File: src/hdl/assert_macros.svh
// Assertion helpers shared by the RTL files.
// Each macro samples on clk and is disabled while rst is high.
`ifndef ASSERT_MACROS_SVH
`define ASSERT_MACROS_SVH

// Same-cycle implication.
`define BSC_ASSERT_IMP(lbl, ante, cons, msg) \
  lbl: assert property (@(posedge clk) disable iff (rst) (ante) |-> (cons)) else $error(msg);

// Next-cycle implication.
`define BSC_ASSERT_NXT(lbl, ante, cons, msg) \
  lbl: assert property (@(posedge clk) disable iff (rst) (ante) |=> (cons)) else $error(msg);

`endif

File: src/hdl/bsc_pkg.sv
// Shared widths, register indexes and stage payload types of the
// barometric compensation pipeline. No dependencies.
package bsc_pkg;

  localparam int RAW_W    = 24;
  localparam int CAL_W    = 16;
  localparam int TEMP_W   = 19;
  localparam int PRES_W   = 32;
  localparam int CFG_IDX_W = 3;
  localparam int WIDE_W   = 40;

  typedef enum logic [CFG_IDX_W-1:0] {
    REG_C1 = 3'd0,
    REG_C2 = 3'd1,
    REG_C3 = 3'd2,
    REG_C4 = 3'd3,
    REG_C5 = 3'd4,
    REG_C6 = 3'd5
  } cfg_idx_t;

  typedef struct packed {
    logic [CAL_W-1:0] c1;
    logic [CAL_W-1:0] c2;
    logic [CAL_W-1:0] c3;
    logic [CAL_W-1:0] c4;
    logic [CAL_W-1:0] c5;
    logic [CAL_W-1:0] c6;
  } cal_t;

  // First-order results plus what the low-temperature terms need.
  typedef struct packed {
    logic signed [TEMP_W-1:0] temp1;
    logic signed [17:0]       q;
    logic signed [TEMP_W-1:0] vl;
    logic [16:0]              t2;
    logic                     low;
    logic                     very_low;
    logic signed [WIDE_W-1:0] off1;
    logic signed [WIDE_W-1:0] sens1;
    logic [RAW_W-1:0]         d1;
  } front_t;

  // Corrected temperature, offset and sensitivity.
  typedef struct packed {
    logic signed [TEMP_W-1:0] temp;
    logic signed [WIDE_W-1:0] off;
    logic signed [WIDE_W-1:0] sens;
    logic [RAW_W-1:0]         d1;
  } corr_t;

endpackage

File: src/hdl/bsc_corr.sv
// Stages 4-6: squares, second-order terms, corrected TEMP/OFF/SENS.
// Depends on bsc_pkg.
module bsc_corr (
  input  logic             clk,
  input  logic             rst,
  input  logic             in_valid,
  output logic             in_ready,
  input  bsc_pkg::front_t  in,
  output logic             out_valid,
  input  logic             out_ready,
  output bsc_pkg::corr_t   out
);
  import bsc_pkg::*;

  logic [2:0] v;
  logic [2:0] adv;

  // stage 4
  logic signed [35:0] sq_full;
  logic signed [37:0] sq2_full;
  logic [34:0]        sq, sq2;
  front_t             f4;
  // stage 5
  logic [38:0]        sq5, sq2x7, sq2x11;
  logic [38:0]        off2_next, sens2_next;
  logic [38:0]        off2, sens2;
  front_t             f5;
  // stage 6
  logic signed [19:0] temp_wide;
  corr_t              out_next;

  assign adv[2]    = !v[2] || out_ready;
  assign adv[1]    = !v[1] || adv[2];
  assign adv[0]    = !v[0] || adv[1];
  assign in_ready  = adv[0];
  assign out_valid = v[2];

  always_ff @(posedge clk) begin
    if (rst) begin
      v <= '0;
    end else begin
      if (adv[0]) v[0] <= in_valid;
      if (adv[1]) v[1] <= v[0];
      if (adv[2]) v[2] <= v[1];
    end
  end

  assign sq_full  = in.q * in.q;
  assign sq2_full = in.vl * in.vl;

  always_comb begin
    sq5    = (39'(sq) << 2) + 39'(sq);
    sq2x7  = (39'(sq2) << 3) - 39'(sq2);
    sq2x11 = (39'(sq2) << 3) + (39'(sq2) << 1) + 39'(sq2);
    off2_next  = '0;
    sens2_next = '0;
    if (f4.low) begin
      off2_next  = (sq5 >> 1) + (f4.very_low ? sq2x7 : 39'd0);
      sens2_next = (sq5 >> 2) + (f4.very_low ? (sq2x11 >> 1) : 39'd0);
    end
  end

  always_comb begin
    temp_wide = 20'(f5.temp1) - (f5.low ? $signed({3'b000, f5.t2}) : 20'sd0);
    out_next.temp = temp_wide[18:0];
    out_next.off  = f5.off1 - $signed({1'b0, off2});
    out_next.sens = f5.sens1 - $signed({1'b0, sens2});
    out_next.d1   = f5.d1;
  end

  always_ff @(posedge clk) begin
    if (adv[0]) begin
      sq  <= sq_full[34:0];
      sq2 <= sq2_full[34:0];
      f4  <= in;
    end
    if (adv[1]) begin
      off2  <= off2_next;
      sens2 <= sens2_next;
      f5    <= f4;
    end
    if (adv[2]) begin
      out <= out_next;
    end
  end

endmodule

File: config.mk
export PLATFORM = sky130hd
export DESIGN_NAME = bsc_corr
export DESIGN_NICKNAME = d
export VERILOG_FILES = /design/src/hdl/assert_macros.svh /design/src/hdl/bsc_pkg.sv /design/src/hdl/bsc_corr.sv
export SDC_FILE = /design/constraint.sdc
export NUM_CORES = 2
export LEC_CHECK = 0
export BUFFER_PORTS_ARGS = -buffer_cell sky130_fd_sc_hd__buf_2
export CAP_MARGIN = 20
export CORE_MARGIN = 3
export CORE_UTILIZATION = 51
export CTS_CLUSTER_DIAMETER = 40
export DETAILED_ROUTE_END_ITERATION = 16
export PLACE_DENSITY = 0.73
export SLEW_MARGIN = 20
export SYNTH_ARGS = -nofsm -noshare
export SYNTH_HDL_FRONTEND = slang
export SYNTH_SLANG_ARGS = --single-unit
File: constraint.sdc
create_clock -name clk -period 11.6 [get_ports clk]
set_input_delay 1.16 -clock clk [delete_from_list [all_inputs] [get_ports clk]]
set_output_delay 1.16 -clock clk [all_outputs]
set_load 0.01 [all_outputs]
* Word-level counts from Yosys, hierarchy flattened
Cells that the tools add are included.
** Storage, ports and cells
- Flip-flop bits (word level) :: 557
- Logic and storage cells :: 44
** Operators by class
- Multipliers :: 2
- Reductions and logical operators :: 6
- Add/subtract/negate cells :: 9
- Muxes and demuxes :: 3
** Operators with widths (count)
- $sub 40x40->40 :: 2
- $add 36x38->39 :: 1
- $add 37x39->39 :: 1
- $add 38x36->39 :: 1
- $add 39x35->39 :: 1
- $mux 39 :: 1
- $sub 38x35->39 :: 1
- $add 37x35->38 :: 1
- $mux 38 :: 1
- $mul 18x18->35 :: 1
- $mul 19x19->35 :: 1
- $sub 19x18->19 :: 1
- $mux 17 :: 1
- $logic_not 1->1 :: 3
- $logic_or 1x1->1 :: 3

* Longest topological paths before layout
- Depth in word-level cells :: 4
- Mapped depth :: 28

* Worst setup path after synthesis
OpenSTA, ideal clock, no wires.
- Kind :: input to register
- Start :: input port in[125] (netlist bit)
- End :: register sq2[33] (data pin)
- Required time :: 11331 ps
- Setup time :: 269 ps
- Stages :: 25
- Data arrival time :: 7732 ps
- Buffers on the path :: 2
- Setup slack :: 3600 ps
- Cells stage by stage :: clkbuf_1 > clkbuf_1 > nand2_1 > fa_1 > inv_1 > fa_1 > inv_1 > fa_1 > inv_1 > fa_1 > fa_1 > fa_1 > fa_1 > ha_1 > a21o_1 > a21o_1 > a21o_1 > a21oi_1 > nor2b_1 > a311o_1 > a221o_1 > a221oi_1 > nor2b_1 > o31ai_1 > xor2_1
** Between the ends
- Longest elaborated chain between the ends :: 1
** RTL lines
- start: declaration :: line bsc_corr.sv:8 : input bsc_pkg::front_t in,
- $mul 19x19->35 :: line bsc_corr.sv:49 : assign sq2_full = in.vl * in.vl;
- named net sq2_full[33] :: line bsc_corr.sv:20 : logic signed [37:0] sq2_full;
- end signal: assignment :: line bsc_corr.sv:74 : sq2 <= sq2_full[34:0];
- end: declaration :: line bsc_corr.sv:21 : logic [34:0] sq, sq2;
The timed path passes the listed nets, and every way through them passes these cells.
A chain may end at the register's enable or synchronous reset.

* Worst setup path after layout
- Start :: input port in[126] (netlist bit)
- End :: register sq2[33] (data pin)
The elaborated chain is that of the path after synthesis.

==> metrics.md <==
| Metric | Value |
|---|---|
| Status | completed |
| DPL Wire Length | 98900 um |
| Worst slew margin | 38.7% |
| Setup crit end kind | flop |
| Worst-path clk slew | 60 ps |
| Hold buffer count at CTS | 0 |
| Library cells used by synthesis | 92 |
| Final setup violation count | 0 |
| Clk sink count | 554 |
| Post-route ant nets | 0 |
| Synth area leader | edfxtp_1 |
| FFs w/ async S/R, synth | 0% |
| Core Area | 102000 um2 |
| Post-synthesis sequential area ratio | 31.3% |
| Worst Setup Start Kind | primary input |
| First-pass GRT wire length | 196000 um |
| Count leader, synth | inv_1 |
| DRC Markers | 0 |
| PostCTS Resize Cnt | 0 |
| Tcrit/Tclk final | 68.5% |
| Final WL | 122000 um |
| Global placement routability congestion | 0.937 |
| RSZ-0062 raised after global routing | no |
| Total gr overflow | 0 |
| Min Tclk post-route | 7940 ps |
| Mapped Area | 53000 um2 |
| WP data required | 11920 ps |
| CTS tree | built |
| CP Cell Sequence | buf_2 > clkinv_1 > nor2_1 > fa_1 > fa_1 > inv_1 > fa_1 > inv_1 > fa_1 > fa_1 > fa_1 > fa_1 > ha_1 > a21o_1 > a21o_1 > a21o_1 > a21oi_1 > nor2b_1 > a311o_1 > a221o_1 > a221oi_1 > nor2b_1 > o31ai_1 > xor2_1 |
| Post-route insts no fill | 6746 |
| Yosys Warn Count | 0 |
| Synthesized area per cell | 10.6 um2 |
| Vias in the first global route | 37.6k |
| Vias per cell | 5.34 |
| DIE WIDTH | 328 um |
| Worst-margin pin slew | 919 ps |
| Hold Path Stages | 0 |
| Worst Path Buf+Inv | 4 |
| 1st-iter DRT viols | 2368 |
| Cell count after placement | 6598 |
| Die area | 108000 um2 |
| P&R area growth vs syn | 10.5% |
| Row count | 117 |
| Critical-path cell with the highest stage delay | fa_1 |
| R2R Path Start | sq2[4] |
| Initial core utilization | 51.7% |
| Crit Path Class | primary input to flop |
| Number of synthesized register bits | 554 |
| Post-CTS Repair Setup Buffers | 0 |
| Mapped Cells | 5002 |
| Clock latency on the worst-skew pair | 620 ps |
| Max Fclk | 0.126 GHz |
| Largest net degree at the start of global routing | 95 |
| Total number of vias | 36.0k |
| Main synth FF type | edfxtp_1 |
| R2R depth | 22 |
| Hold endpoint | f5[22] |
| Syn_nets | 6310 |
| Ports | 308 |
| Endpoints failing hold | 0 |
| First-pass DRT Iterations | 5 |
| IO Port Bufs | 307 |
| Critical path's top delay family | adder cells |
| Critical Path Fanout Max | 15 |
| Cell mode on critical path | fa_1 |
| Total GRT Usage | 23.0% |
| CP peak stage delay | 530 ps |
| Post-synth EDFFs | 551 |
| Die Ht | 328 um |
| # H-tree levels | 3 |
| Yosys top cell area share | 31.2% |
| Crit Reg-Reg Endpoint | sens2[38] |
| Layout cells sized above 1 | 9.28% |
| Synth top area cells | edfxtp_1 31%, fa_1 24%, ha_1 11% |
| Hold Crit Class | flop to flop |
| Initial antenna violation count | 16 |
| Critical path arrival | 8270 ps |
| Root Buffer | clkbuf_16 |
| Reg2reg setup slack | 4950 ps |
| Drt wl/cell | 18.1 um |
| Maxcap violations | 0 |
| Synth top cells by count | 959 x inv_1, 638 x fa_1, 551 x edfxtp_1 |
| Total CTS buffers | 74 |
| Hold_sp | f4[22] |
| Slew Viols, Final | 0 |
| Clock buffer depth | 3 |
| Clk_skew | 36.8 ps |
| Setup_tns | 0 ps |
| Final Net Count | 6614 |
layout by cell type (no fill, tap or decap), types with 117 or more instances in the layout:
| cell | count |
|---|---|
| nand2_1 | 355 |
| nor2_1 | 306 |
| buf_2 | 307 |
| and2_1 | 136 |
| a21oi_1 | 246 |
| xor2_1 | 117 |
| fa_1 | 638 |
| edfxtp_1 | 551 |
| a21o_1 | 141 |
| o21ai_0 | 139 |
| xnor2_1 | 201 |
| inv_1 | 957 |
| ha_1 | 487 |
state kept, by name (all words and copies together) (netlist names):
signal	cells
off2	39
sq	34
f5	141
f4	142
out	123
v	3
sens2	38
sq2	34
worst max-delay path by stage:
| stage | cells past startpoint | startpoint | slack (ps) | endpoint |
|---|---|---|---|---|
| after detailed placement | 24 | in[126] | 3060 | sq2[33] |
| after global routing | 24 | in[126] | 3270 | sq2[33] |
| final | 24 | in[126] | 3660 | sq2[33] |
| after global placement | 24 | in[126] | 3180 | sq2[33] |
| after CTS | 24 | in[126] | 3690 | sq2[33] |
| after floorplan | 25 | in[125] | 3600 | sq2[33] |
kinds of logic after synthesis:
group	count (synthesis)	synth area share, %
XOR/XNOR	318	5.25
flip-flops	554	31.3
AND/OR/NAND/NOR	1107	9.82
other	1	0.00707
AO/OA/AOI/OAI	841	10.5
multiplexers	4	0.0803
buffers and inverters	1052	7.45
adder cells (fa/ha/maj)	1125	35.6
per-layer routing:
metal | part of all wire, % | global-route usage (%) | vias up
met2 | 50 | 40.0 | 908
met5 | 0.052 | 0 | -
li1 | - | - | 17200
met4 | 3.2 | 7.79 | 8
met3 | 5.2 | 3.15 | 213
met1 | 41 | 29.4 | 17700
per-stage QoR:
stage                     hold WS, ps  worst slack (ps)  util, %  cell area, um2
after global placement            401              3180     54.7           56000
after floorplan                   400              3600        -           53000
final                             400              3660     57.2           58600
after global routing              419              3270     57.2           58600
after CTS                         401              3690     57.2           58600
after detailed placement          405              3060     54.7           56000
area by class of cell:
class	count	area [um2]
sequential	554	16600
tap	1368	1710
clock inverter	51	617
multi-input combinational	3396	32500
timing repair buffer	318	1620
clock buffer	84	1930
fill	8664	43900
inverter	962	3620
antenna	13	32.5
Power is not shown: default switching activity piles up to over one toggle a cycle in this logic, so the estimate is an artifact.
