$ cat src/hdl/assert_macros.svh
// Assertion helpers shared by the RTL files.
// Each macro samples on clk and is disabled while rst is high.
`ifndef ASSERT_MACROS_SVH
`define ASSERT_MACROS_SVH

// Same-cycle implication.
`define BSC_ASSERT_IMP(lbl, ante, cons, msg) \
  lbl: assert property (@(posedge clk) disable iff (rst) (ante) |-> (cons)) else $error(msg);

// Next-cycle implication.
`define BSC_ASSERT_NXT(lbl, ante, cons, msg) \
  lbl: assert property (@(posedge clk) disable iff (rst) (ante) |=> (cons)) else $error(msg);

`endif

$ cat src/hdl/bsc_pkg.sv
// Shared widths, register indexes and stage payload types of the
// barometric compensation pipeline. No dependencies.
package bsc_pkg;

  localparam int RAW_W    = 24;
  localparam int CAL_W    = 16;
  localparam int TEMP_W   = 19;
  localparam int PRES_W   = 32;
  localparam int CFG_IDX_W = 3;
  localparam int WIDE_W   = 40;

  typedef enum logic [CFG_IDX_W-1:0] {
    REG_C1 = 3'd0,
    REG_C2 = 3'd1,
    REG_C3 = 3'd2,
    REG_C4 = 3'd3,
    REG_C5 = 3'd4,
    REG_C6 = 3'd5
  } cfg_idx_t;

  typedef struct packed {
    logic [CAL_W-1:0] c1;
    logic [CAL_W-1:0] c2;
    logic [CAL_W-1:0] c3;
    logic [CAL_W-1:0] c4;
    logic [CAL_W-1:0] c5;
    logic [CAL_W-1:0] c6;
  } cal_t;

  // First-order results plus what the low-temperature terms need.
  typedef struct packed {
    logic signed [TEMP_W-1:0] temp1;
    logic signed [17:0]       q;
    logic signed [TEMP_W-1:0] vl;
    logic [16:0]              t2;
    logic                     low;
    logic                     very_low;
    logic signed [WIDE_W-1:0] off1;
    logic signed [WIDE_W-1:0] sens1;
    logic [RAW_W-1:0]         d1;
  } front_t;

  // Corrected temperature, offset and sensitivity.
  typedef struct packed {
    logic signed [TEMP_W-1:0] temp;
    logic signed [WIDE_W-1:0] off;
    logic signed [WIDE_W-1:0] sens;
    logic [RAW_W-1:0]         d1;
  } corr_t;

endpackage

$ cat src/hdl/bsc_front.sv
// Stages 1-3: dT, the four dT products, first-order TEMP/OFF/SENS.
// Depends on bsc_pkg.
module bsc_front (
  input  logic             clk,
  input  logic             rst,
  input  bsc_pkg::cal_t    cal,
  input  logic             in_valid,
  output logic             in_ready,
  input  logic [23:0]      in_d2,
  input  logic [23:0]      in_d1,
  output logic             out_valid,
  input  logic             out_ready,
  output bsc_pkg::front_t  out
);
  import bsc_pkg::*;

  logic [2:0] v;
  logic [2:0] adv;

  // stage 1
  logic signed [24:0] dt1;
  logic [RAW_W-1:0]   d1_1;
  // stage 2
  logic signed [41:0] p6, p4, p3;
  logic signed [49:0] pdd;
  logic [RAW_W-1:0]   d1_2;
  // stage 3 next values
  logic signed [41:0] p6b, p4b, p3b;
  logic signed [17:0] q_next;
  front_t             out_next;

  assign adv[2]   = !v[2] || out_ready;
  assign adv[1]   = !v[1] || adv[2];
  assign adv[0]   = !v[0] || adv[1];
  assign in_ready = adv[0];
  assign out_valid = v[2];

  always_ff @(posedge clk) begin
    if (rst) begin
      v <= '0;
    end else begin
      if (adv[0]) v[0] <= in_valid;
      if (adv[1]) v[1] <= v[0];
      if (adv[2]) v[2] <= v[1];
    end
  end

  always_ff @(posedge clk) begin
    if (adv[0]) begin
      dt1  <= $signed({1'b0, in_d2}) - $signed({1'b0, cal.c5, 8'h00});
      d1_1 <= in_d1;
    end
    if (adv[1]) begin
      p6   <= dt1 * $signed({1'b0, cal.c6});
      p4   <= dt1 * $signed({1'b0, cal.c4});
      p3   <= dt1 * $signed({1'b0, cal.c3});
      pdd  <= dt1 * dt1;
      d1_2 <= d1_1;
    end
    if (adv[2]) begin
      out <= out_next;
    end
  end

  // Bias negative values so the arithmetic shift truncates toward zero.
  always_comb begin
    p6b = p6 + (p6[41] ? 42'sd8388607 : 42'sd0);
    p4b = p4 + (p4[41] ? 42'sd127 : 42'sd0);
    p3b = p3 + (p3[41] ? 42'sd255 : 42'sd0);
    q_next = p6b[40:23];

    out_next.q        = q_next;
    out_next.temp1    = 19'sd2000 + TEMP_W'(q_next);
    out_next.vl       = TEMP_W'(q_next) + 19'sd3500;
    out_next.low      = q_next[17];
    out_next.very_low = (q_next < -18'sd3500);
    out_next.t2       = pdd[47:31];
    out_next.off1     = $signed({8'h00, cal.c2, 16'h0000}) + WIDE_W'($signed(p4b[41:7]));
    out_next.sens1    = $signed({9'h000, cal.c1, 15'h0000}) + WIDE_W'($signed(p3b[41:8]));
    out_next.d1       = d1_2;
  end

endmodule

$ cat config.mk
export PLATFORM = sky130hd
export DESIGN_NAME = bsc_front
export DESIGN_NICKNAME = d
export VERILOG_FILES = /design/src/hdl/assert_macros.svh /design/src/hdl/bsc_pkg.sv /design/src/hdl/bsc_front.sv
export SDC_FILE = /design/constraint.sdc
export NUM_CORES = 2
export LEC_CHECK = 0
export BUFFER_PORTS_ARGS = -buffer_cell sky130_fd_sc_hd__buf_2
export CAP_MARGIN = 20
export CELL_PAD_IN_SITES_DETAIL_PLACEMENT = 0
export CELL_PAD_IN_SITES_GLOBAL_PLACEMENT = 2
export CORE_MARGIN = 2
export CORE_UTILIZATION = 43
export CTS_CLUSTER_DIAMETER = 120
export DETAILED_ROUTE_END_ITERATION = 8
export PLACE_DENSITY = 0.82
export SLEW_MARGIN = 0
export SYNTH_ARGS = -nofsm -noshare
export SYNTH_HDL_FRONTEND = slang
export SYNTH_SLANG_ARGS = --single-unit
$ cat constraint.sdc
create_clock -name clk -period 10.8 [get_ports clk]
set_input_delay 2.16 -clock clk [delete_from_list [all_inputs] [get_ports clk]]
set_output_delay 2.16 -clock clk [all_outputs]
set_load 0.02 [all_outputs]
-- Word level (Yosys, flattened, before mapping)
Index checks and enable logic that the tools add are counted.
- add/subtract/negate cells: 8
- multiply operators: 4
- $lt $le $gt $ge: 1
- reduce and logical (&&, ||, !) cells: 6
- mux-type cells: 3
- operators with widths (operator ; count):
    multiplier 25 x 17 -> 42 bit ; 3
    multiplier 25 x 25 -> 48 bit ; 1
    adder 42 x 8 -> 42 bit ; 1
    adder 42 x 9 -> 42 bit ; 1
    adder 41 x 24 -> 41 bit ; 1
    adder 33 x 35 -> 36 bit ; 1
    adder 32 x 34 -> 35 bit ; 1
    subtractor 24 x 24 -> 25 bit ; 1
    2-to-1 mux 23 bit ; 1
    adder 12 x 18 -> 19 bit (first input constant) ; 1
    adder 18 x 13 -> 19 bit (second input constant) ; 1
    less-than comparator 18 x 13 -> 1 bit (second input constant) ; 1
    2-to-1 mux 8 bit ; 1
    2-to-1 mux 7 bit ; 1
    zero test 1 bit ; 3
    logical OR 1 bit ; 3
- bits of input ports: 148
- register bits after elaboration: 429
- output and inout port bits: 181
- word-level logic and storage cells: 41

-- Logic depth before layout (Yosys ltp)
- depth after elaboration: 4
- mapped depth: 29

-- Worst setup path before layout
No wires, ideal clock.
- kind: input-to-reg
- from: input cal[5] in the netlist's numbering
- to: register p6[40] (data pin)
- stages: 25
- arrival time: 8450 ps
- setup slack: 2092 ps
- required time: 10542 ps
- path buffers: 2
- setup time: 258 ps
- cells stage by stage: clkbuf_1 -> clkbuf_1 -> nand2_1 -> fa_1 -> inv_1 -> fa_1 -> inv_1 -> fa_1 -> inv_1 -> fa_1 -> inv_1 -> fa_1 -> inv_1 -> fa_1 -> ha_1 -> a21o_1 -> a31o_2 -> a31o_2 -> a221oi_4 -> a21oi_2 -> a311o_2 -> a311o_1 -> a31o_1 -> a21oi_2 -> xnor2_1
- cells in the longest elaborated chain, start to end: 1
- RTL lines (item ; line ; RTL):
    start, declared ; bsc_front.sv:6 ; input bsc_pkg::cal_t cal,
    multiplier 25 x 17 -> 42 bit ; bsc_front.sv:54 ; p6 <= dt1 * $signed({1'b0, cal.c6});
    end signal, assigned ; bsc_front.sv:54 ;
    end, declared ; bsc_front.sv:24 ; logic signed [41:0] p6, p4, p3;
Every way passes these cells.
A chain may end at the register's enable or synchronous reset.

-- Final worst setup path
- from: register dt1[4]
- to: register pdd[47] (data pin)
- cells in the longest elaborated chain, start to end: 1
- RTL lines (item ; line ; RTL):
    start, declared ; bsc_front.sv:21 ; logic signed [24:0] dt1;
    start signal, assigned ; bsc_front.sv:50 ; dt1 <= $signed({1'b0, in_d2}) - $signed({1'b0, cal.c5, 8'h00});
    multiplier 25 x 25 -> 48 bit ; bsc_front.sv:57 ; pdd <= dt1 * dt1;
    end signal, assigned ; bsc_front.sv:57 ;
    end, declared ; bsc_front.sv:25 ; logic signed [49:0] pdd;
Every way passes these cells.

==> metrics.txt <==
row count=157; CP Class=reg2reg; worst slew pin tran=1.215 ns; Cell Area, Placed=82690 sq um; Post-Syn Instances=7990; CTS tree=done; compound-gate portion of the synthesized area=4.156%; Slew Limit Headroom=18.82%; worst skew pair latency=0.68 ns; yosys synthesis warning count=0; post-DR vias/cell=4.958; EDFF count, synth=379; Final min period=8.893 ns; fin crit share=82.34%; clock sinks=382; share of post-route cells with drive strength above 1=6.374%; Synth Area in XOR/XNOR=3.461%; area share of the largest cell type after synthesis=44.92%; vias in the first global route=58290; Iter 0 DRT Violations=2662; fmax=0.1124 GHz; final std cells w/o fill=10530; worst hold path stage count=0; Post-CTS Setup Repair Bufs=0; gpl congestion=0.8565; Crit path top cell by count=fa_1; initial antenna violation count=7; final instance area=84360 sq um; HPWL Detailed=156.4 mm; RSZ-0062 raised after global routing=no; Starting Density=43.12%; most frequent cells after synthesis=2062 x inv_1, 1766 x fa_1, 1022 x nand2_1, 608 x and2_1, 535 x ha_1; fin worst setup slack=1.907 ns; clock root buffer=clkbuf_16; simple-gate share of the synthesized area=12.76%; Post-Synth Adder-Cell Area=53.45%; Overall Global Routing Usage=22.04%; crit path from=dt1[4]; Area contributors post-synth=fa_1 45%, edfxtp_1 14%, inv_1 9.8%; Crit-path slowest cell=a221oi_1; met2 WL=96.74 mm; Async S/R FF share, synth=0%; critical path arrival=9.28 ns; Place WS=1.333 ns; crit-path max FO=43; port bufs=328; first-pass GRT wire length=320.9 mm; clock skew=0.04076 ns; Setup-failing EPs final=0; H-tree Lvls=2; CTS resizes=0; Die ar.=186500 sq um; Die X-Extent=431.8 microns; Yosys reg bits=382; Core ar.=182500 sq um; GR Overflow Total=0; CP required=11.19 ns; Total Nets Final=10550; most common cell in the synthesized netlist=inv_1; num ports=329; Yosys top cell by area=fa_1; reg2reg path depth=24; vias=52220; Final Hold Vio Count=0; Clock transition at path regs=0.06 ns; status=completed; Area Overhead vs Synth=7.193%; top sig layer=met5; Syn Nets=10440; max-slew violation count=0; met1 wire length=85.11 mm; Seq/Total Area, Yosys=14.54%; Setup TNS=0 ns; pin count of the biggest net entering global routing=72; Max Cap Viol=0; drt total wl=195.4 mm; Synth Cell Area=78700 sq um; dpl cells=10440; WL/cell=18.55 microns; Avg Inst Size Synth=9.850 sq um; Hold Buf Count CTS=0; Setup crit end kind=register; post-synthesis cell type count=87; CP cell instances=buf_4 -> buf_4 -> and2_1 -> fa_1 -> fa_1 -> inv_1 -> fa_1 -> fa_1 -> inv_1 -> fa_1 -> fa_1 -> inv_1 -> fa_1 -> inv_1 -> ha_1 -> and4_1 -> a221oi_1 -> a21oi_1 -> o21a_1 -> a221o_1 -> a21o_1 -> a2111o_1 -> a31oi_1 -> xnor2_1; 1st-pass router iterations=5; Critical R2R Capture=pdd[47]; Top FF cell, synth=edfxtp_1; deepest clock path buffer count=3; HP Start=d1_2[3]; fillers=17400; post-route ant nets=0; crit-path max cell delay=0.65 ns; DR DRC count=0; class of the worst hold path=reg2reg; chip height=431.8 microns; mux contribution to synthesized area=0.03816%; TritonCTS Buffers=50; Critical Path Source Type=register; reg2reg start=dt1[4]; dominant combinational cell family by area after synthesis=adder cells; Reg2Reg Setup Slack=1.91 ns; met3 wire length=8.698 mm; WHS Endpoint=out[3]
==> registers in the layout (all words and copies together) (netlist names), 17 cells and up <==
name / flops
out: 163
p3: 42
p4: 42
p6: 42
dt1: 25
d1_1: 24
d1_2: 24
pdd: 17
==> final cells by class <==
class | count | area [sq um] | area share, %
multi-input combinational | 5194 | 58140 | 68.92
sequential | 382 | 11440 | 13.56
inverter | 2065 | 7766 | 9.206
tap | 2385 | 2984 | 3.537
timing repair buffer | 411 | 2352 | 2.788
clock buffer | 62 | 1326 | 1.572
clock inverter | 29 | 337.8 | 0.4005
antenna | 4 | 10.01 | 0.01187
==> placed cells by master (no fill, tap or decap), types with 59 or more instances in the layout <==
master	n
inv_1	2060
fa_1	1766
nand2_1	1021
and2_1	608
ha_1	535
edfxtp_1	379
buf_2	328
xnor2_1	229
a21oi_1	152
nor2_1	140
xor2_1	82
buf_4	76
nand3_1	70
a21o_1	59
==> metrics by stage <==
stage,util (%),hold WS (ns)
after global routing,46.22,0.4198
after CTS,46.22,0.4164
after detailed placement,45.31,0.4045
final,46.23,0.4159
after global placement,45.31,0.4008
after floorplan,-,0.4003
==> logic make-up after synthesis <==
| kind of cell | count (synthesis) |
|---|---|
| buf+inv | 2414 |
| fa+ha+maj | 2303 |
| simple gates | 2082 |
| compound gates | 495 |
| flops | 382 |
| xor+xnor | 311 |
| mux | 3 |
==> worst max path at each step <==
stage,cells past startpoint,end
finish,24,pdd[47]
global route,24,pdd[47]
CTS,24,pdd[47]
detailed placement,22,p3[40]
global placement,22,p3[40]
floorplan,25,p6[40]
==> worst max-delay path: cells and delay by family (launching register included) <==
family | cells | cell delay (ns)
AO/OA/AOI/OAI | 7 | 2.65
buffers and inverters | 6 | 1.27
flip-flops | 1 | 0.34
adder cells (fa/ha/maj) | 8 | 3.72
XOR/XNOR | 1 | 0.10
AND/OR/NAND/NOR | 2 | 0.46
==> routing by layer <==
metal | track usage, % | up-vias
met5 | 0 | -
met4 | 5.210 | 4
met3 | 2.491 | 209
met2 | 37.87 | 990
met1 | 29.86 | 27180
li1 | - | 23840
Power is not shown: default switching activity piles up to over one toggle a cycle in this logic, so the estimate is an artifact.
