--- src/hdl/assert_macros.svh ---
// Assertion helpers shared by the RTL files.
// Each macro samples on clk and is disabled while rst is high.
`ifndef ASSERT_MACROS_SVH
`define ASSERT_MACROS_SVH

// Same-cycle implication.
`define BSC_ASSERT_IMP(lbl, ante, cons, msg) \
  lbl: assert property (@(posedge clk) disable iff (rst) (ante) |-> (cons)) else $error(msg);

// Next-cycle implication.
`define BSC_ASSERT_NXT(lbl, ante, cons, msg) \
  lbl: assert property (@(posedge clk) disable iff (rst) (ante) |=> (cons)) else $error(msg);

`endif

--- src/hdl/bsc_pkg.sv ---
// Shared widths, register indexes and stage payload types of the
// barometric compensation pipeline. No dependencies.
package bsc_pkg;

  localparam int RAW_W    = 24;
  localparam int CAL_W    = 16;
  localparam int TEMP_W   = 19;
  localparam int PRES_W   = 32;
  localparam int CFG_IDX_W = 3;
  localparam int WIDE_W   = 40;

  typedef enum logic [CFG_IDX_W-1:0] {
    REG_C1 = 3'd0,
    REG_C2 = 3'd1,
    REG_C3 = 3'd2,
    REG_C4 = 3'd3,
    REG_C5 = 3'd4,
    REG_C6 = 3'd5
  } cfg_idx_t;

  typedef struct packed {
    logic [CAL_W-1:0] c1;
    logic [CAL_W-1:0] c2;
    logic [CAL_W-1:0] c3;
    logic [CAL_W-1:0] c4;
    logic [CAL_W-1:0] c5;
    logic [CAL_W-1:0] c6;
  } cal_t;

  // First-order results plus what the low-temperature terms need.
  typedef struct packed {
    logic signed [TEMP_W-1:0] temp1;
    logic signed [17:0]       q;
    logic signed [TEMP_W-1:0] vl;
    logic [16:0]              t2;
    logic                     low;
    logic                     very_low;
    logic signed [WIDE_W-1:0] off1;
    logic signed [WIDE_W-1:0] sens1;
    logic [RAW_W-1:0]         d1;
  } front_t;

  // Corrected temperature, offset and sensitivity.
  typedef struct packed {
    logic signed [TEMP_W-1:0] temp;
    logic signed [WIDE_W-1:0] off;
    logic signed [WIDE_W-1:0] sens;
    logic [RAW_W-1:0]         d1;
  } corr_t;

endpackage

--- src/hdl/bsc_press.sv ---
// Stages 7-10: D1*SENS from two partial products, then the pressure.
// Depends on bsc_pkg.
module bsc_press (
  input  logic                           clk,
  input  logic                           rst,
  input  logic                           in_valid,
  output logic                           in_ready,
  input  bsc_pkg::corr_t                 in,
  output logic                           out_valid,
  input  logic                           out_ready,
  output logic signed [bsc_pkg::TEMP_W-1:0] temp,
  output logic signed [bsc_pkg::PRES_W-1:0] pres
);
  import bsc_pkg::*;

  logic [3:0] v;
  logic [3:0] adv;

  // stage 7
  logic [43:0]              pp_lo;
  logic signed [44:0]       pp_hi;
  logic signed [WIDE_W-1:0] off7;
  logic signed [TEMP_W-1:0] temp7;
  // stage 8
  logic signed [63:0]       prod, prod_next;
  logic signed [WIDE_W-1:0] off8;
  logic signed [TEMP_W-1:0] temp8;
  // stage 9
  logic signed [63:0]       prodb;
  logic signed [43:0]       a, a_next;
  logic signed [TEMP_W-1:0] temp9;
  // stage 10
  logic signed [43:0]       ab;

  assign adv[3]    = !v[3] || out_ready;
  assign adv[2]    = !v[2] || adv[3];
  assign adv[1]    = !v[1] || adv[2];
  assign adv[0]    = !v[0] || adv[1];
  assign in_ready  = adv[0];
  assign out_valid = v[3];

  always_ff @(posedge clk) begin
    if (rst) begin
      v <= '0;
    end else begin
      if (adv[0]) v[0] <= in_valid;
      if (adv[1]) v[1] <= v[0];
      if (adv[2]) v[2] <= v[1];
      if (adv[3]) v[3] <= v[2];
    end
  end

  // Recombine: hi part weighs 2^20; the product fits 64 bits.
  assign prod_next = $signed({pp_hi[43:0], 20'h00000}) + $signed({20'h00000, pp_lo});

  always_comb begin
    prodb  = prod + (prod[63] ? 64'sd2097151 : 64'sd0);
    a_next = 44'($signed(prodb[63:21])) - 44'(off8);
    ab     = a + (a[43] ? 44'sd32767 : 44'sd0);
  end

  always_ff @(posedge clk) begin
    if (adv[0]) begin
      pp_lo <= in.d1 * in.sens[19:0];
      pp_hi <= $signed({1'b0, in.d1}) * $signed(in.sens[39:20]);
      off7  <= in.off;
      temp7 <= in.temp;
    end
    if (adv[1]) begin
      prod  <= prod_next;
      off8  <= off7;
      temp8 <= temp7;
    end
    if (adv[2]) begin
      a     <= a_next;
      temp9 <= temp8;
    end
    if (adv[3]) begin
      // |a| < 2^43, so the quotient stays well inside 32 bits without a clamp.
      pres <= PRES_W'($signed(ab[43:15]));
      temp <= temp9;
    end
  end

endmodule

--- config.mk ---
export PLATFORM = sky130hd
export DESIGN_NAME = bsc_press
export DESIGN_NICKNAME = d
export VERILOG_FILES = /design/src/hdl/assert_macros.svh /design/src/hdl/bsc_pkg.sv /design/src/hdl/bsc_press.sv
export SDC_FILE = /design/constraint.sdc
export NUM_CORES = 2
export LEC_CHECK = 0
export ABC_AREA = 0
export BUFFER_PORTS_ARGS = -buffer_cell sky130_fd_sc_hd__buf_2
export CAP_MARGIN = 20
export CORE_AREA = 3 3 448 228
export CTS_CLUSTER_SIZE = 8
export DETAILED_ROUTE_END_ITERATION = 16
export DIE_AREA = 0 0 451 231
export PLACE_DENSITY = 0.66
export SLEW_MARGIN = 5
export SYNTH_ARGS = -nofsm -noshare
export SYNTH_HDL_FRONTEND = slang
export SYNTH_SLANG_ARGS = --single-unit
--- constraint.sdc ---
create_clock -name clk -period 9.4 [get_ports clk]
set_clock_uncertainty 0.1 [all_clocks]
set_input_delay 0.94 -clock clk [delete_from_list [all_inputs] [get_ports clk]]
set_output_delay 0.94 -clock clk [all_outputs]
set_load 0.02 [all_outputs]
# ---- Word-level counts from Yosys, hierarchy flattened
# Index checks and enable logic that the tools add are counted.
dict set report totals {
  register_bits 385
  input_bits 127
  out_inout_bits 53
  wordCells 31
}
dict set report op_classes {
  n_addsub 4
  mul 2
  n_mux 2
  n_reduce_logical 8
}
# operator count
set op_table {}
lappend op_table {{64-bit by 22-bit adder with 64-bit output} 1}
lappend op_table {{64-bit by 45-bit adder with 64-bit output} 1}
lappend op_table {{44-bit by 16-bit adder with 44-bit output} 1}
lappend op_table {{24-bit by 20-bit multiplier with 44-bit output} 1}
lappend op_table {{25-bit by 20-bit multiplier with 44-bit output} 1}
lappend op_table {{43-bit by 40-bit subtractor with 44-bit output} 1}
lappend op_table {{21-bit two-way mux} 1}
lappend op_table {{15-bit two-way mux} 1}
lappend op_table {{1-bit zero test} 4}
lappend op_table {{1-bit logical OR} 4}

# ---- Logic depth before layout (Yosys ltp)
dict set report depth {
  depth_word 5
  mapped_depth 27
  ltp_nobuf 25
}

# ---- Worst setup path before layout
# No wires, ideal clock.
dict set report synth_path {
  path_type {input to register}
  from {input port in[29] (netlist bit)}
  to {register pp_lo[38] (data pin)}
  setup_time_ps 269
  arrival_ps 7208
  required_ps 9031
  path_slack_ps 1824
  cell_stages 25
  n_path_buf 2
  path_cell_list {clkbuf_1 -> nand2_1 -> fa_1 -> inv_1 -> fa_1 -> inv_1 -> fa_1 -> inv_1 -> fa_1 -> fa_1 -> fa_1 -> inv_1 -> fa_1 -> inv_1 -> ha_1 -> clkbuf_1 -> a21o_1 -> a21o_1 -> a21o_1 -> a31o_2 -> and3_1 -> a2111o_1 -> a21oi_1 -> o31ai_1 -> xor2_1}
}
dict set report synth_via {
  elab_chain_len 1
}
# item line_no
set synth_lines {}
lappend synth_lines {{from (decl)} bsc_press.sv:8} ;# input bsc_pkg::corr_t in,
lappend synth_lines {{24-bit by 20-bit multiplier with 44-bit output} bsc_press.sv:64} ;# pp_lo <= in.d1 * in.sens[19:0];
lappend synth_lines {{to (signal assigned)} bsc_press.sv:64}
lappend synth_lines {{to (decl)} bsc_press.sv:20} ;# logic [43:0] pp_lo;
# Every way passes these cells.
# A chain may end at the register's enable or synchronous reset.

# ---- Worst setup path in the final report
dict set report layout_path {
  from {input port in[6] (netlist bit)}
  to {register pp_hi[42] (data pin)}
}
dict set report layout_via {
  elab_chain_len 1
}
# item line_no
set layout_lines {}
lappend layout_lines {{25-bit by 20-bit multiplier with 44-bit output} bsc_press.sv:65} ;# pp_hi <= $signed({1'b0, in.d1}) * $signed(in.sens[39:20]);
lappend layout_lines {{to (signal assigned)} bsc_press.sv:65}
lappend layout_lines {{to (decl)} bsc_press.sv:21} ;# logic signed [44:0] pp_hi;
# Every way passes these cells.

==> qor.txt <==
Clock Tree Buf Depth: 3
Hold Fails Final Rpt: 0
Max Slew Vio Count: 0
Slowest cell on the critical path: buf_2
XOR/XNOR share of the synthesized area: 4.11%
Synth Area in Compound Gates: 6.45%
Vias in the first global route: 36,000
Mux cell area share after synthesis: 0.0229%
Reg2Reg Depth: 19
Largest net degree at the start of global routing: 77
Die Wd: 451 um
CP peak stage delay: 570 ps
Post-Syn Area: 49,200 um^2
Syn Inst Count: 4,870
Worst setup SP type: input port
Minimum clock period: 7940 ps
HPWL after DPL: 97,500 um
Core ar.: 97,900 um^2
Initial Utilization: 50.3%
Area growth syn-to-layout: 7.21%
Crit path from: in[6]
Drt via density: 5.35
Setup Viol. Count Final: 0
Global Route Usage Sum: 24.3%
Post-synth EDFFs: 381
#FFs+latches synth: 385
Max-cap check violation count: 0
I/O pin count: 180
CP endpoint kind: register
Cts repair resizes: 0
CP Depth: 22
CTS Hold Buffers Added: 0
Clk_lat worst skew: 610 ps
Crit-path cells: buf_2, buf_4, and2_1, fa_1, fa_1, fa_1, ha_1, ha_1, fa_1, inv_1, fa_1, inv_1, ha_1, a2111oi_0, o21ai_1, a41oi_1, a311oi_1, nor3_1, o31ai_1, a311oi_1, o21ai_0, xor2_1
FP Rows: 81
Clock root cell: clkbuf_16
Largest cells by area after synthesis: fa_1 32%, edfxtp_1 23%, ha_1 11%, inv_1 7.1%, and2_1 6.0%
Mapped Nets: 6,214
Worst Hold Class: register to register
Drt wl/cell: 19.6 um
Least-Margin Pin Slew: 1080 ps
CP top delay family: adder cells
Asr flop ratio synth: 0%
Slew headroom: 28.2%
Crit path arrival time: 8170 ps
Avg Inst Size Synth: 10.1 um^2
Port bufs: 179
Clock slew at reported path FFs: 50 ps
Drc violations: 0
DR iter-0 viols: 2,196
Fin nets: 6,272
Most frequent cells in the layout: 925 x inv_1, 787 x fa_1, 573 x nand2_1
Area share of the leading cell type in the synthesized netlist: 32.0%
Period utilisation layout: 84.5%
CTS tree: built
Adder-Cell Fraction of Synth Area: 42.9%
WP buf/inv: 4
Register area share after synthesis: 23.4%
R2R Path Start: prod[63]$_DFFE_PP_
Pre-antenna DRT Iters: 6
Reg2Reg Setup Slack: 3340 ps
Sink Count: 385
Final WL: 123,000 um
Layout cells sized above 1: 6.33%
Post-synthesis simple-gate area fraction: 14.3%
Die height: 231 um
Fill cells: 8,718
Setup TNS Final: 0 ps
Antenna-violating nets left: 0
Largest family of logic cells by synthesized area: adder cells
Total congestion overflow: 0
CP Class: input port to register
Routability congestion estimate: 0.939
Worst Setup EP: pp_hi[42]$_DFFE_PP_
Area leader, netlist: fa_1
Antenna violations before repair: 9
Warnings, synthesis: 0
Total CTS buffers: 54
RSZ-0062 raised after global routing: false
First-pass GRT wire length: 198,000 um
CP dominant cell by count: fa_1
Crit path max fanout: 29
H-tree depth: 2
Commonest non-fill, non-tap cell in the layout: inv_1
Status: finished clean
Detailed-route via count: 33,600
Worst R2R End: a[33]$_DFFE_PP_
F_max: 126 MHz
Distinct cells, synth: 74
CP Data Required Time: 9630 ps
Die ar.: 104,000 um^2
Setup bufs post-CTS: 0
Main synth FF type: edfxtp_1
-- how the worst min path moves through the flow --
stage / slack (ps) / start / cells after the start / end
after global routing: 300 / temp9[14]$_DFFE_PP_ / 0 / temp[14]$_DFFE_PP_
after floorplan: 300 / off7[0]$_DFFE_PP_ / 0 / off8[0]$_DFFE_PP_
final: 290 / temp9[14]$_DFFE_PP_ / 0 / temp[14]$_DFFE_PP_
after detailed placement: 300 / off7[13]$_DFFE_PP_ / 0 / off8[13]$_DFFE_PP_
after CTS: 290 / temp9[14]$_DFFE_PP_ / 0 / temp[14]$_DFFE_PP_
after global placement: 300 / temp8[2]$_DFFE_PP_ / 0 / temp9[2]$_DFFE_PP_
-- state kept, by name, indices dropped and copies added (netlist names), 29 cells and up --
name,count
off7,40
pres,29
prod,64
pp_lo,44
off8,40
pp_hi,44
a,44
-- metal layers --
layer	up-vias	global-route usage [%]	part of all wire, %
met2	1243	37.3	43
met1	16700	33.0	43
li1	15400	-	-
met5	-	0.781	0.13
met3	229	8.43	11
met4	8	6.29	2.6
-- cells in the mapped netlist, drive strengths merged (7+ instances only) --
| cell | count |
|---|---|
| o211ai | 12 |
| inv | 927 |
| nor2 | 114 |
| and2 | 476 |
| nor3 | 30 |
| a31o | 7 |
| buf | 9 |
| o31ai | 11 |
| xor2 | 77 |
| or3 | 7 |
| nor2b | 25 |
| a221oi | 9 |
| xnor2 | 154 |
| and4 | 10 |
| clkbuf | 211 |
| a211o | 8 |
| ha | 430 |
| a211oi | 20 |
| nand3 | 52 |
| nand4 | 35 |
| a21o | 87 |
| o21bai | 22 |
| nand2b | 27 |
| edfxtp | 381 |
| a31oi | 11 |
| and3 | 36 |
| o21ai | 88 |
| fa | 787 |
| o21a | 24 |
| nand2 | 575 |
| a21oi | 147 |
| a311oi | 8 |
-- logic make-up after synthesis --
family / after synthesis
AO/OA/AOI/OAI: 484
XOR/XNOR: 231
adder cells (fa/ha/maj): 1217
buffers and inverters: 1147
flip-flops: 385
multiplexers: 1
AND/OR/NAND/NOR: 1405
-- worst register-to-register path, delay by kind of cell (launching register included) --
family / cells / cell delay (ps)
AND/OR/NAND/NOR: 4 / 810
XOR/XNOR: 1 / 140
flip-flops: 1 / 930
adder cells (fa/ha/maj): 2 / 750
AO/OA/AOI/OAI: 12 / 3050
-- per-stage QoR --
stage / instances / utilization (%) / cell area (um^2) / setup slack (ps) / hold WS [ps]
6_report: 6277 / 53.9 / 52800 / 1460 / 289
3_5_place_dp: 6200 / 52.4 / 51300 / 945 / 305
4_1_cts: 6273 / 53.9 / 52700 / 1580 / 293
3_3_place_gp: 6200 / 52.4 / 51300 / 1110 / 301
5_1_grt: 6276 / 53.9 / 52800 / 1050 / 302
2_1_floorplan: 4870 / - / 49200 / 1820 / 300
-- final cells by class --
| cell class | count | area, um^2 | share of cell area, % |
|---|---|---|---|
| Multi-Input combinational cell | 3338 | 33400 | 63.3 |
| Timing Repair Buffer | 222 | 1220 | 2.31 |
| Inverter | 927 | 3480 | 6.60 |
| Clock buffer | 69 | 1430 | 2.71 |
| Tap cell | 1328 | 1660 | 3.15 |
| Clock inverter | 4 | 58.8 | 0.111 |
| Sequential cell | 385 | 11500 | 21.8 |
| Antenna cell | 4 | 10.0 | 0.0190 |
Power is not shown: default switching activity piles up to over one toggle a cycle in this logic, so the estimate is an artifact.
